[src/hw/rtl/twed_pkg.sv]
package twed_pkg;

   localparam int unsigned MAX_LEN_DEFAULT     = 65536;
   localparam int unsigned SAMPLE_BITS_DEFAULT = 16;

   localparam int unsigned SUM_BITS       = 56;
   localparam int unsigned HALF_BITS      = SUM_BITS / 2;
   localparam int unsigned ROOT_STEPS     = SUM_BITS / 2;
   localparam int unsigned STEP_BITS      = $clog2(SUM_BITS);
   localparam int unsigned GAIN_BITS      = 16;
   localparam int unsigned GAIN_FRAC      = 12;
   localparam int unsigned DIST_BITS      = 18;
   localparam int unsigned COUNT_OUT_BITS = 17;

   // 1.1 in Q4.12, rounded.
   localparam logic [GAIN_BITS-1:0] GAIN_RESET = 16'd4506;

   typedef enum logic [1:0] {
      SIGN_NONE = 2'd0,
      SIGN_POS  = 2'd1,
      SIGN_NEG  = 2'd2
   } sign_type;

   typedef enum logic [3:0] {
      ST_IDLE,
      ST_SQUARE,
      ST_GAIN_LO,
      ST_GAIN_HI,
      ST_COMBINE,
      ST_ACCUM,
      ST_DIV,
      ST_SQRT,
      ST_FINISH
   } state_type;

   typedef struct packed {
      logic load;
      logic square;
      logic gain_lo;
      logic gain_hi;
      logic combine;
      logic accum;
      logic div_step;
      logic sqrt_step;
      logic finish;
   } cmd_type;

   typedef struct packed {
      logic flip;
      logic last;
   } status_type;

endpackage

[src/hw/rtl/twed_if.sv]
interface twed_req_if #(
   parameter int unsigned SAMPLE_BITS = twed_pkg::SAMPLE_BITS_DEFAULT
);
   logic                          valid;
   logic                          ready;
   logic signed [SAMPLE_BITS-1:0] x_sample;
   logic signed [SAMPLE_BITS-1:0] y_sample;
   logic                          last;

   modport source (output valid, output x_sample, output y_sample, output last, input ready);
   modport sink   (input valid, input x_sample, input y_sample, input last, output ready);
endinterface

interface twed_rsp_if;
   import twed_pkg::*;

   logic                      valid;
   logic                      ready;
   logic [DIST_BITS-1:0]      distance;
   logic [COUNT_OUT_BITS-1:0] sample_count;
   logic                      saturated;

   modport source (output valid, output distance, output sample_count, output saturated,
                   input ready);
   modport sink   (input valid, input distance, input sample_count, input saturated,
                   output ready);
endinterface

[src/hw/rtl/trend_weighted_euclid_distance.sv]
// Trend-weighted Euclidean distance between two equal-length sample series. Each request
// carries one pair (x_sample, y_sample) and a last flag that closes the series. The block
// sums the squared differences; when the sign of x - y flips against the last nonzero sign
// of the series, the square is first scaled by the Q4.12 gain in the configuration register
// (reset value 1.1). The last request of a series produces one response with the floor of
// the square root of the floor of the mean, the pair count and a flag that tells whether the
// sum, a gain-scaled square or the count saturated; the series state then clears for the next
// series. Requests are handled one at a time: one without a trend flip is accepted, squared and
// accumulated; one with a flip is scaled first, because the 56-bit by 16-bit gain product goes
// through one 28 x 16 multiplier in two halves and is then combined. A last request adds a
// restoring division, one quotient bit per cycle, a square root, one result bit per cycle, and
// a load of the response register. The response sits in its own register, so a new request is
// accepted while a finished response waits to be taken; only the next last request waits for
// that register to empty. The user must write the gain through csr_write_enable and
// csr_write_data only while no request is in progress; the block does not enforce it.
module trend_weighted_euclid_distance #(
   parameter int unsigned MAX_LEN     = twed_pkg::MAX_LEN_DEFAULT,
   parameter int unsigned SAMPLE_BITS = twed_pkg::SAMPLE_BITS_DEFAULT
) (
   input  logic                            clock,
   input  logic                            reset,
   twed_req_if.sink                        req_port,
   twed_rsp_if.source                      rsp_port,
   input  logic                            csr_write_enable,
   input  logic [twed_pkg::GAIN_BITS-1:0]  csr_write_data
);
   import twed_pkg::*;

   // Commands from the controller to the datapath, status back.
   cmd_type    cmd;
   status_type status;

   twed_controller u_controller (
      .clock     (clock),
      .reset     (reset),
      .req_valid (req_port.valid),
      .req_ready (req_port.ready),
      .rsp_valid (rsp_port.valid),
      .rsp_ready (rsp_port.ready),
      .status    (status),
      .cmd       (cmd)
   );

   // The datapath holds the series state, the working registers and the response register.
   twed_datapath #(
      .MAX_LEN     (MAX_LEN),
      .SAMPLE_BITS (SAMPLE_BITS)
   ) u_datapath (
      .clock            (clock),
      .reset            (reset),
      .cmd              (cmd),
      .status           (status),
      .x_sample         (req_port.x_sample),
      .y_sample         (req_port.y_sample),
      .last             (req_port.last),
      .csr_write_enable (csr_write_enable),
      .csr_write_data   (csr_write_data),
      .distance         (rsp_port.distance),
      .sample_count     (rsp_port.sample_count),
      .saturated        (rsp_port.saturated)
   );

endmodule

[src/hw/rtl/twed_datapath.sv]
module twed_datapath #(
   parameter int unsigned MAX_LEN     = twed_pkg::MAX_LEN_DEFAULT,
   parameter int unsigned SAMPLE_BITS = twed_pkg::SAMPLE_BITS_DEFAULT
) (
   input  logic                                 clock,
   input  logic                                 reset,
   input  twed_pkg::cmd_type                    cmd,
   output twed_pkg::status_type                 status,
   input  logic signed [SAMPLE_BITS-1:0]        x_sample,
   input  logic signed [SAMPLE_BITS-1:0]        y_sample,
   input  logic                                 last,
   input  logic                                 csr_write_enable,
   input  logic [twed_pkg::GAIN_BITS-1:0]       csr_write_data,
   output logic [twed_pkg::DIST_BITS-1:0]       distance,
   output logic [twed_pkg::COUNT_OUT_BITS-1:0]  sample_count,
   output logic                                 saturated
);
   import twed_pkg::*;

   localparam int unsigned MAGW  = SAMPLE_BITS + 1;
   localparam int unsigned PRODW = 2 * MAGW;
   localparam int unsigned SQW   = (PRODW > SUM_BITS) ? PRODW : SUM_BITS + 1;
   localparam int unsigned CW    = $clog2(MAX_LEN + 1);
   localparam int unsigned CXW   = (CW > COUNT_OUT_BITS) ? CW : COUNT_OUT_BITS;
   localparam int unsigned PPW   = HALF_BITS + GAIN_BITS;
   localparam int unsigned GPW   = SUM_BITS + GAIN_BITS;
   localparam int unsigned GSW   = GPW - GAIN_FRAC;

   localparam logic [CW-1:0]        COUNT_LIMIT = CW'(MAX_LEN);
   localparam logic [SUM_BITS-1:0]  SUM_MAX     = '1;
   localparam logic [DIST_BITS-1:0] DIST_MAX    = '1;
   localparam logic [SUM_BITS-1:0]  BIT_START   = SUM_BITS'(1) << (SUM_BITS - 2);

   // Series state and gain register.
   logic [GAIN_BITS-1:0] gain_ff, gain_in;
   sign_type             last_sign_ff, last_sign_in;
   logic [SUM_BITS-1:0]  sum_ff, sum_in;
   logic [CW-1:0]        count_ff, count_in;
   logic                 ovf_ff, ovf_in;

   // Per-request working registers.
   logic [MAGW-1:0]       mag_ff, mag_in;
   sign_type              sign_ff, sign_in;
   logic                  last_ff, last_in;
   logic [SUM_BITS-1:0]   sq_ff, sq_in;
   logic                  term_sat_ff, term_sat_in;
   logic [PPW-1:0]        pp_lo_ff, pp_lo_in;
   logic [PPW-1:0]        pp_hi_ff, pp_hi_in;
   logic [CW-1:0]         rem_ff, rem_in;
   logic [SUM_BITS-1:0]   root_ff, root_in;
   logic [SUM_BITS-1:0]   bit_ff, bit_in;
   logic [DIST_BITS-1:0]  dist_ff, dist_in;
   logic [COUNT_OUT_BITS-1:0] cnt_out_ff, cnt_out_in;
   logic                  sat_out_ff, sat_out_in;

   logic signed [MAGW-1:0] diff;
   logic [PRODW-1:0]       prod;
   logic [SQW-1:0]         sq_ext;
   logic                   sq_over;
   logic [HALF_BITS-1:0]   mul_a;
   logic [PPW-1:0]         pp;
   logic [GPW-1:0]         gfull;
   logic [GSW-1:0]         gshift;
   logic                   gover;
   logic [SUM_BITS:0]      acc;
   logic                   count_full;
   logic [CW:0]            trial;
   logic [CW:0]            trial_sub;
   logic                   trial_ge;
   logic [SUM_BITS:0]      root_bit;
   logic                   root_take;
   logic [CXW-1:0]         cnt_x;

   assign diff   = {x_sample[SAMPLE_BITS-1], x_sample} - {y_sample[SAMPLE_BITS-1], y_sample};
   assign prod   = PRODW'(mag_ff) * PRODW'(mag_ff);
   assign sq_ext = SQW'(prod);
   assign sq_over = |sq_ext[SQW-1:SUM_BITS];

   // One 28 x 16 multiplier serves both halves of the gain product.
   assign mul_a  = cmd.gain_hi ? sq_ff[SUM_BITS-1:HALF_BITS] : sq_ff[HALF_BITS-1:0];
   assign pp     = PPW'(mul_a) * PPW'(gain_ff);
   assign gfull  = {pp_hi_ff, HALF_BITS'(0)} + GPW'(pp_lo_ff);
   assign gshift = gfull[GPW-1:GAIN_FRAC];
   assign gover  = |gshift[GSW-1:SUM_BITS];

   assign acc        = {1'b0, sum_ff} + {1'b0, sq_ff};
   assign count_full = (count_ff >= COUNT_LIMIT);

   // Restoring division: the sum register shifts out dividend bits and takes in quotient bits.
   assign trial     = {rem_ff, sum_ff[SUM_BITS-1]};
   assign trial_sub = trial - {1'b0, count_ff};
   assign trial_ge  = (trial >= {1'b0, count_ff});

   // Bit-pair square root on the quotient left in the sum register.
   assign root_bit  = {1'b0, root_ff} + {1'b0, bit_ff};
   assign root_take = ({1'b0, sum_ff} >= root_bit);

   assign cnt_x = CXW'(count_ff);

   assign status.flip = (sign_ff != SIGN_NONE) && (last_sign_ff != SIGN_NONE) &&
                        (sign_ff != last_sign_ff);
   assign status.last = last_ff;

   always_comb begin
      gain_in      = gain_ff;
      last_sign_in = last_sign_ff;
      sum_in       = sum_ff;
      count_in     = count_ff;
      ovf_in       = ovf_ff;
      mag_in       = mag_ff;
      sign_in      = sign_ff;
      last_in      = last_ff;
      sq_in        = sq_ff;
      term_sat_in  = term_sat_ff;
      pp_lo_in     = pp_lo_ff;
      pp_hi_in     = pp_hi_ff;
      rem_in       = rem_ff;
      root_in      = root_ff;
      bit_in       = bit_ff;
      dist_in      = dist_ff;
      cnt_out_in   = cnt_out_ff;
      sat_out_in   = sat_out_ff;

      if (csr_write_enable) begin
         gain_in = csr_write_data;
      end

      if (cmd.load) begin
         last_in = last;
         if (diff == '0) begin
            sign_in = SIGN_NONE;
            mag_in  = '0;
         end else if (diff[MAGW-1]) begin
            sign_in = SIGN_NEG;
            mag_in  = MAGW'(-diff);
         end else begin
            sign_in = SIGN_POS;
            mag_in  = MAGW'(diff);
         end
      end

      if (cmd.square) begin
         sq_in       = sq_over ? SUM_MAX : sq_ext[SUM_BITS-1:0];
         term_sat_in = sq_over;
         if (sign_ff != SIGN_NONE) begin
            last_sign_in = sign_ff;
         end
      end

      if (cmd.gain_lo) begin
         pp_lo_in = pp;
      end
      if (cmd.gain_hi) begin
         pp_hi_in = pp;
      end

      if (cmd.combine) begin
         sq_in       = gover ? SUM_MAX : gshift[SUM_BITS-1:0];
         term_sat_in = term_sat_ff | gover;
      end

      if (cmd.accum) begin
         sum_in   = acc[SUM_BITS] ? SUM_MAX : acc[SUM_BITS-1:0];
         count_in = count_full ? count_ff : count_ff + CW'(1);
         ovf_in   = ovf_ff | term_sat_ff | acc[SUM_BITS] | count_full;
         rem_in   = '0;
         root_in  = '0;
         bit_in   = BIT_START;
      end

      if (cmd.div_step) begin
         sum_in = {sum_ff[SUM_BITS-2:0], trial_ge};
         rem_in = trial_ge ? trial_sub[CW-1:0] : trial[CW-1:0];
      end

      if (cmd.sqrt_step) begin
         if (root_take) begin
            sum_in  = sum_ff - root_bit[SUM_BITS-1:0];
            root_in = (root_ff >> 1) + bit_ff;
         end else begin
            root_in = root_ff >> 1;
         end
         bit_in = bit_ff >> 2;
      end

      if (cmd.finish) begin
         dist_in      = (|root_ff[SUM_BITS-1:DIST_BITS]) ? DIST_MAX : root_ff[DIST_BITS-1:0];
         cnt_out_in   = cnt_x[COUNT_OUT_BITS-1:0];
         sat_out_in   = ovf_ff;
         sum_in       = '0;
         count_in     = '0;
         ovf_in       = 1'b0;
         last_sign_in = SIGN_NONE;
      end
   end

   always_ff @(posedge clock) begin
      if (reset) begin
         gain_ff      <= GAIN_RESET;
         last_sign_ff <= SIGN_NONE;
         sum_ff       <= '0;
         count_ff     <= '0;
         ovf_ff       <= 1'b0;
      end else begin
         gain_ff      <= gain_in;
         last_sign_ff <= last_sign_in;
         sum_ff       <= sum_in;
         count_ff     <= count_in;
         ovf_ff       <= ovf_in;
      end
   end

   always_ff @(posedge clock) begin
      mag_ff      <= mag_in;
      sign_ff     <= sign_in;
      last_ff     <= last_in;
      sq_ff       <= sq_in;
      term_sat_ff <= term_sat_in;
      pp_lo_ff    <= pp_lo_in;
      pp_hi_ff    <= pp_hi_in;
      rem_ff      <= rem_in;
      root_ff     <= root_in;
      bit_ff      <= bit_in;
      dist_ff     <= dist_in;
      cnt_out_ff  <= cnt_out_in;
      sat_out_ff  <= sat_out_in;
   end

   assign distance     = dist_ff;
   assign sample_count = cnt_out_ff;
   assign saturated    = sat_out_ff;

endmodule

[src/hw/rtl/twed_controller.sv]
module twed_controller (
   input  logic                  clock,
   input  logic                  reset,
   input  logic                  req_valid,
   output logic                  req_ready,
   output logic                  rsp_valid,
   input  logic                  rsp_ready,
   input  twed_pkg::status_type  status,
   output twed_pkg::cmd_type     cmd
);
   import twed_pkg::*;

   localparam logic [STEP_BITS-1:0] DIV_LAST  = STEP_BITS'(SUM_BITS - 1);
   localparam logic [STEP_BITS-1:0] ROOT_LAST = STEP_BITS'(ROOT_STEPS - 1);

   state_type            state_ff, state_in;
   logic [STEP_BITS-1:0] step_ff, step_in;
   logic                 rsp_valid_ff, rsp_valid_in;

   always_ff @(posedge clock) begin
      if (reset) begin
         state_ff     <= ST_IDLE;
         step_ff      <= '0;
         rsp_valid_ff <= 1'b0;
      end else begin
         state_ff     <= state_in;
         step_ff      <= step_in;
         rsp_valid_ff <= rsp_valid_in;
      end
   end

   always_comb begin
      state_in  = state_ff;
      step_in   = step_ff;
      cmd       = '0;
      req_ready = 1'b0;

      unique case (state_ff)
         ST_IDLE: begin
            req_ready = 1'b1;
            if (req_valid) begin
               cmd.load = 1'b1;
               state_in = ST_SQUARE;
            end
         end
         ST_SQUARE: begin
            cmd.square = 1'b1;
            state_in   = status.flip ? ST_GAIN_LO : ST_ACCUM;
         end
         ST_GAIN_LO: begin
            cmd.gain_lo = 1'b1;
            state_in    = ST_GAIN_HI;
         end
         ST_GAIN_HI: begin
            cmd.gain_hi = 1'b1;
            state_in    = ST_COMBINE;
         end
         ST_COMBINE: begin
            cmd.combine = 1'b1;
            state_in    = ST_ACCUM;
         end
         ST_ACCUM: begin
            cmd.accum = 1'b1;
            step_in   = '0;
            state_in  = status.last ? ST_DIV : ST_IDLE;
         end
         ST_DIV: begin
            cmd.div_step = 1'b1;
            if (step_ff == DIV_LAST) begin
               step_in  = '0;
               state_in = ST_SQRT;
            end else begin
               step_in = step_ff + STEP_BITS'(1);
            end
         end
         ST_SQRT: begin
            cmd.sqrt_step = 1'b1;
            if (step_ff == ROOT_LAST) begin
               step_in  = '0;
               state_in = ST_FINISH;
            end else begin
               step_in = step_ff + STEP_BITS'(1);
            end
         end
         ST_FINISH: begin
            // Wait until the output register is free or being emptied.
            if (!rsp_valid_ff || rsp_ready) begin
               cmd.finish = 1'b1;
               state_in   = ST_IDLE;
            end
         end
         default: begin
            state_in = ST_IDLE;
         end
      endcase

      rsp_valid_in = (rsp_valid_ff && !rsp_ready) || cmd.finish;
   end

   assign rsp_valid = rsp_valid_ff;

endmodule

[src/flat_wrapper.sv]
// flat-port wrapper written by rule: the top's interface ports become plain ports
module trend_weighted_euclid_distance_flat import twed_pkg::*;
#(
   parameter int unsigned MAX_LEN     = twed_pkg::MAX_LEN_DEFAULT,
   parameter int unsigned SAMPLE_BITS = twed_pkg::SAMPLE_BITS_DEFAULT
)
  (clock, reset, csr_write_enable, csr_write_data, req_port_valid, req_port_x_sample, req_port_y_sample, req_port_last, req_port_ready, rsp_port_valid, rsp_port_distance, rsp_port_sample_count, rsp_port_saturated, rsp_port_ready);
  twed_req_if #(.SAMPLE_BITS(SAMPLE_BITS)) req_port_i ();
  twed_rsp_if rsp_port_i ();
  input  logic clock;
  input  logic reset;
  input  logic csr_write_enable;
  input  logic [twed_pkg::GAIN_BITS-1:0] csr_write_data;
  input wire logic [$bits(req_port_i.valid)-1:0] req_port_valid;
  input wire logic [$bits(req_port_i.x_sample)-1:0] req_port_x_sample;
  input wire logic [$bits(req_port_i.y_sample)-1:0] req_port_y_sample;
  input wire logic [$bits(req_port_i.last)-1:0] req_port_last;
  output wire logic [$bits(req_port_i.ready)-1:0] req_port_ready;
  output wire logic [$bits(rsp_port_i.valid)-1:0] rsp_port_valid;
  output wire logic [$bits(rsp_port_i.distance)-1:0] rsp_port_distance;
  output wire logic [$bits(rsp_port_i.sample_count)-1:0] rsp_port_sample_count;
  output wire logic [$bits(rsp_port_i.saturated)-1:0] rsp_port_saturated;
  input wire logic [$bits(rsp_port_i.ready)-1:0] rsp_port_ready;
  assign req_port_i.valid = req_port_valid;
  assign req_port_i.x_sample = req_port_x_sample;
  assign req_port_i.y_sample = req_port_y_sample;
  assign req_port_i.last = req_port_last;
  assign req_port_ready = req_port_i.ready;
  assign rsp_port_valid = rsp_port_i.valid;
  assign rsp_port_distance = rsp_port_i.distance;
  assign rsp_port_sample_count = rsp_port_i.sample_count;
  assign rsp_port_saturated = rsp_port_i.saturated;
  assign rsp_port_i.ready = rsp_port_ready;
  trend_weighted_euclid_distance #(.MAX_LEN(MAX_LEN), .SAMPLE_BITS(SAMPLE_BITS)) u_core (.clock(clock), .reset(reset), .req_port(req_port_i), .rsp_port(rsp_port_i), .csr_write_enable(csr_write_enable), .csr_write_data(csr_write_data));
endmodule
[config.mk]
export PLATFORM = sky130hd
export DESIGN_NAME = trend_weighted_euclid_distance_flat
export DESIGN_NICKNAME = d
export VERILOG_FILES = /design/src/hw/rtl/twed_pkg.sv /design/src/hw/rtl/twed_if.sv /design/src/hw/rtl/trend_weighted_euclid_distance.sv /design/src/hw/rtl/twed_datapath.sv /design/src/hw/rtl/twed_controller.sv /design/src/flat_wrapper.sv
export SDC_FILE = /design/constraint.sdc
export NUM_CORES = 2
export LEC_CHECK = 0
export BUFFER_PORTS_ARGS = -buffer_cell sky130_fd_sc_hd__buf_2
export CORE_ASPECT_RATIO = 1.25
export CORE_MARGIN = 5
export CORE_UTILIZATION = 30
export DETAILED_ROUTE_END_ITERATION = 8
export GPL_TIMING_DRIVEN = 1
export HOLD_SLACK_MARGIN = 0.05
export REMOVE_ABC_BUFFERS = 1
export SYNTH_ARGS = -nofsm -noshare
export SYNTH_HDL_FRONTEND = slang
export SYNTH_SLANG_ARGS = --single-unit
[constraint.sdc]
create_clock -name clock -period 8.31 [get_ports clock]
set_input_delay 0.4155 -clock clock [delete_from_list [all_inputs] [get_ports clock]]
set_output_delay 0.4155 -clock clock [all_outputs]
set_load 0.005 [all_outputs]
Word level (Yosys, flattened, before mapping)

Cells that the tools add are included.

Bits in registers: 405
Input port bits: 54
Output and inout bits: 38
Logic and storage cells: 124

Add/subtract/negate cells: 10
Multiply operators: 2
Magnitude comparators: 3
Equality and inequality tests: 15
Multiplexer cells: 43
Bitwise operators: 6
Reduce and logical (&&, ||, !) cells: 22

Operators by type and width:

| kind                                                                   | count |
|---|---|
| 56-bit 2-to-1 mux                                                      | 11 |
| 53-bit 2-to-1 mux                                                      | 2 |
| 72-bit by 44-bit adder with 72-bit output                              | 1 |
| 56-bit by 55-bit adder with 57-bit output                              | 1 |
| 56-bit by 56-bit adder with 57-bit output                              | 1 |
| 56-bit by 57-bit greater-or-equal comparator with 1-bit output         | 1 |
| 55-bit by 55-bit adder with 56-bit output                              | 1 |
| 56-bit subtractor                                                      | 1 |
| 17-bit 2-to-1 mux                                                      | 3 |
| 28-bit by 16-bit multiplier with 44-bit output                         | 1 |
| 38-bit OR reduction                                                    | 1 |
| 4-bit one-hot mux with 9 select lines                                  | 1 |
| 17-bit by 17-bit multiplier with 34-bit output                         | 1 |
| 28-bit 2-to-1 mux                                                      | 1 |
| 18-bit by 17-bit greater-or-equal comparator with 1-bit output         | 1 |
| 6-bit one-hot mux with 3 select lines                                  | 1 |
| 17-bit by 1-bit adder with 17-bit output (second input constant)       | 1 |
| 17-bit greater-or-equal comparator (second input constant)             | 1 |
| 17-bit logical NOT                                                     | 1 |
| 17-bit negator                                                         | 1 |
| 16-bit by 16-bit subtractor with 17-bit output                         | 1 |
| 17-bit subtractor                                                      | 1 |
| 4-bit by 3-bit equality test with 1-bit output (second input constant) | 4 |
| 16-bit 2-to-1 mux                                                      | 1 |
| 25 further kinds                                                       | 61 |

Logic depth before layout (Yosys ltp)

Word-level depth: 6
Gate-level depth with buffers: 31
Gate-level depth less buffers: 27

Modules after synthesis

From an unflattened synthesis, not the netlist that was laid out.

Cells, all modules: 5808
Area total of the unflattened synthesis: 51634.5 um^2

By module, submodules not included:

| module          | instances | cells an instance | area an instance (um^2) | sequential area each (um^2) |
|---|---|---|---|---|
| twed_datapath   | 1         | 5718              | 50912.6                 | 10540.1 |
| twed_controller | 1         | 90                | 721.9                   | 220.2 |

Worst setup path before layout

Ideal clock, no wire load.

Kind: flip-flop to flip-flop
Start: reg u_core.u_controller.state_ff[1]
End: reg u_core.u_datapath.pp_hi_ff[38] (data pin)
Library setup time: 0.263 ns
Arrival time: 8.697 ns
Data required time: 8.047 ns
Slack: -0.650 ns
Cell stages (with the launch flop): 28
Buffers on the path: 4
Clock period less this slack: 8.960 ns
Path through: dfxtp_1 -> clkbuf_1 -> and3_1 -> clkbuf_1 -> buf_1 -> mux2_2 -> clkbuf_1 -> nand2_1 -> fa_1 -> fa_1 -> fa_1 -> inv_1 -> fa_1 -> fa_1 -> inv_1 -> fa_1 -> inv_1 -> ha_1 -> and2_1 -> a221o_1 -> a21oi_1 -> nand3b_1 -> a211oi_1 -> a21o_1 -> o41ai_1 -> o21ai_0 -> a21oi_1 -> xnor2_1

Cells in the longest elaborated chain, start to end: 4

RTL lines:

| what                                           | RTL line              | text |
|---|---|---|
| start, declared                                | twed_controller.sv:16 | `state_type state_ff, state_in;` |
| start signal, assigned                         | twed_controller.sv:26 | `state_ff <= state_in;` |
| 4-bit by 2-bit equality test with 1-bit output | twed_controller.sv:38 | `unique case (state_ff)` |
| 1-bit 2-to-1 mux                               | twed_controller.sv:38 |  |
| 28-bit 2-to-1 mux                              | twed_datapath.sv:80   | `assign mul_a = cmd.gain_hi ? sq_ff[SUM_BITS-1:HALF_BITS] : sq_ff[HALF_BITS-1:0];` |
| 28-bit by 16-bit multiplier with 44-bit output | twed_datapath.sv:81   | `assign pp = PPW'(mul_a) * PPW'(gain_ff);` |
| named net u_core.u_datapath.pp[38]             | twed_datapath.sv:61   | `logic [PPW-1:0] pp;` |
| end signal, assigned                           | twed_datapath.sv:220  | `pp_hi_ff <= pp_hi_in;` |
| end, declared                                  | twed_datapath.sv:48   | `logic [PPW-1:0] pp_hi_ff, pp_hi_in;` |

The timed path passes the listed nets, and every way through them passes these cells.
A chain may end at the register's enable or synchronous reset.

Worst setup path in the final report

Start: reg u_core.u_controller.state_ff[2]
End: reg u_core.u_datapath.pp_hi_ff[37] (data pin)

Same word-level chain as after synthesis.

==> flow_summary.ini <==
[status]
status = completed

[sta]
setup_violations = 0
period_needed_ps = 7813
rsz0062_at_grt = false
finalCritPeriodShare = 0.9402
slew_violations = 0
finalHoldViolCount = 0
whs_ps = 152.7
setup_ws_ps = 497.3
max_freq_ghz = 0.1280
skew_ps = 69.00
slew_headroom = 0.2009
worst_pin_slew_ps = 1192

[cts]
cts_sinks = 393
root_buffer = clkbuf_16
clk_path_buf_depth = 3
cts_setup_buffers = 0
clkSlewWorstSetupHoldPaths_ps = 60
clock_latency_ps = 680
cts_buffers = 46
cts_tree = built
cts_htree_levels = 2

[placement]
place_ws_ps = 279.0
placed_cell_area_um2 = 54300
gp_congestion = 0.9168
dp_hpwl_um = 121500
dp.cells = 7962
portBuffers = 91

[final_layout]
layout.nets = 6850
final_common_cell = inv_1
syn_to_final_growth_pct = 8.981
final_area_um2 = 56040
layout_common_cells = 759 x inv_1, 624 x nand2_1, 559 x fa_1, 446 x ha_1, 350 x nor2_1
final_layout_size_suffix_gt1_frac = 0.05405
finalNonFillerCells = 8065

[global_routing]
grt_start_max_net_pins = 100
grt_pass1_wl_um = 236400
antenna_found_initial = 2
grt_pass1_vias = 42810
grtUsageTotal = 0.1635
overflow = 0

[floorplan]
coreArea_um2 = 171000
die_y_um = 472.9
ios = 92
start_util = 0.3007
die_x_um = 380.3
dieArea_um2 = 179800
floorplan.rows = 170

[setup_path]
path_class = reg2reg
cp-end-kind = flop
worst_setup_path_start_kind = flop
cp.required_ps = 8660
cp.arrival_ps = 8170
critPathMaxFanout = 26

[synth]
ys_ff_latch = 393
post_synth.cell_area_avg_um2 = 8.841
synthesis.area_um2 = 51420
syn_inst = 5816
ys.warnings.count = 0
yosys_most_used_dff = edfxtp_1
seq_area_frac_synth = 0.2093
synth_edf_count = 289
async_reset_ff_frac = 0
synth_cell_types = 80

[detailed_routing]
wl_met2_um = 75150
vias = 41320
drc = 0
wirelength_um = 149600
first_pass_iters = 8
viasPerCell = 5.123
wl_per_cell_um = 18.56
drt-initial-drc-count = 2508
top_layer_used = met4
wl_met1_um = 59490
wl_met3_um = 5907
ant_nets = 0

[flow_run]
max-cap-violations = 0

[worst_hold_path]
hold_class = in2reg
==> critical path, stage by stage (launching register included) <==
cell,delay [ps]
dfxtp_1,390
nor2_1,160
and3_4,500
mux2_2,550
and2_1,230
fa_1,530
inv_1,50
fa_1,450
fa_1,520
inv_1,50
fa_1,480
fa_1,490
inv_1,50
fa_1,470
inv_1,40
ha_1,340
a21oi_1,160
o21a_1,150
a2bb2oi_1,190
a21oi_1,100
nor2_1,240
a21oi_1,140
o31ai_1,530
a21oi_1,230
a41oi_1,290
xnor2_1,120
==> cell type report <==
class,instances,area [µm²]
Timing Repair Buffer,170,1104
Tap cell,2236,2798
Fill cell,17800,115000
Inverter,759,2849
Antenna cell,1,2.502
Sequential cell,393,10760
Multi-Input combinational cell,4421,36960
Clock inverter,38,411.6
Clock buffer,47,1155
==> timing repair <==
action                     in CTS  in global routing
setup endpoints to repair       0                 18
hold buffers                   17                  0
gates resized for setup         0                  1
hold endpoints to repair       17                  0
==> cell usage after synthesis, drive strengths merged (15+ instances only) <==
library cell  count  area share
o21ai           251       0.024
edfxtp          289        0.17
nand2           626       0.046
ha              446        0.11
o211ai           30      0.0047
nor2b            48      0.0058
a21o             94       0.014
nor2            353       0.026
nor4             34      0.0041
a211oi          141       0.021
nor3b            15      0.0022
nand2b           70      0.0085
a31oi            83       0.010
xor2            147       0.025
nand3            82      0.0080
mux2i            27      0.0053
o21a             25      0.0036
o31ai            24      0.0035
clkbuf          214       0.016
or2              19      0.0023
inv             759       0.055
nor3            110       0.011
and2            291       0.035
buf              29      0.0027
a21oi           336       0.033
dfxtp           104       0.040
xnor2           219       0.037
mux2             28      0.0061
fa              559        0.22
nand4            50      0.0061
and3             32      0.0039
a211o            19      0.0032
or3              33      0.0040
o21bai           52      0.0076
==> through the flow <==
stage	setup TNS [ps]	utilization
floorplan	-3211	-
global placement	0	0.3175
detailed placement	0	0.3175
CTS	0	0.3277
global route	0	0.3277
finish	0	0.3277
==> state kept, by name, summed over array words and instances (netlist names), 2 cells and up <==
name and cells:
u_core.u_datapath.sum_ff 56, u_core.u_datapath.sq_ff 56, u_core.u_datapath.cnt_x 17, u_core.u_datapath.last_sign_ff 2
u_core.u_datapath.sample_count 17, u_core.u_datapath.root_ff 56, u_core.u_datapath.rem_ff 17, u_core.u_datapath.distance 18
u_core.u_controller.state_ff 4, u_core.u_datapath.pp_lo_ff 32, u_core.u_datapath.gain_ff 16, u_core.u_controller.step_ff 6
u_core.u_datapath.pp_hi_ff 44, u_core.u_datapath.bit_ff 28, u_core.u_datapath.sign_ff 2, u_core.u_datapath.mag_ff 17
==> cells by family (layout without fill, tap and decap cells) <==
| logic type | Yosys count | after routing | synth area share |
|---|---|---|---|
| buffers and inverters | 1002 | 1014 | 0.07373 |
| adder cells (fa/ha/maj) | 1005 | 1005 | 0.3261 |
| AO/OA/AOI/OAI | 1199 | 1199 | 0.1490 |
| multiplexers | 55 | 55 | 0.01139 |
| XOR/XNOR | 366 | 366 | 0.06234 |
| other | 0 | 1 | 0 |
| flip-flops | 393 | 393 | 0.2093 |
| AND/OR/NAND/NOR | 1796 | 1796 | 0.1682 |
==> routing by layer <==
layer  GRT usage  vias up
li1            -    19630
met1      0.1916    20350
met2      0.2973     1015
met3     0.01345      323
met4     0.08647        0
met5           0        -
==> final timing paths <==
kind	startpoint	end	slack, ps	cells after the start
setup / recovery	u_core.u_controller.state_ff[2]	u_core.u_datapath.pp_hi_ff[37]	500	25
hold / removal	rsp_port_ready	u_core.u_controller.rsp_valid	150	3
setup reg to reg	u_core.u_controller.state_ff[2]	u_core.u_datapath.pp_hi_ff[37]	500	25
hold reg to reg	u_core.u_datapath.cnt_x[11]	u_core.u_datapath.sample_count[11]	440	0
Power is not shown: default switching activity piles up to over one toggle a cycle in this logic, so the estimate is an artifact.
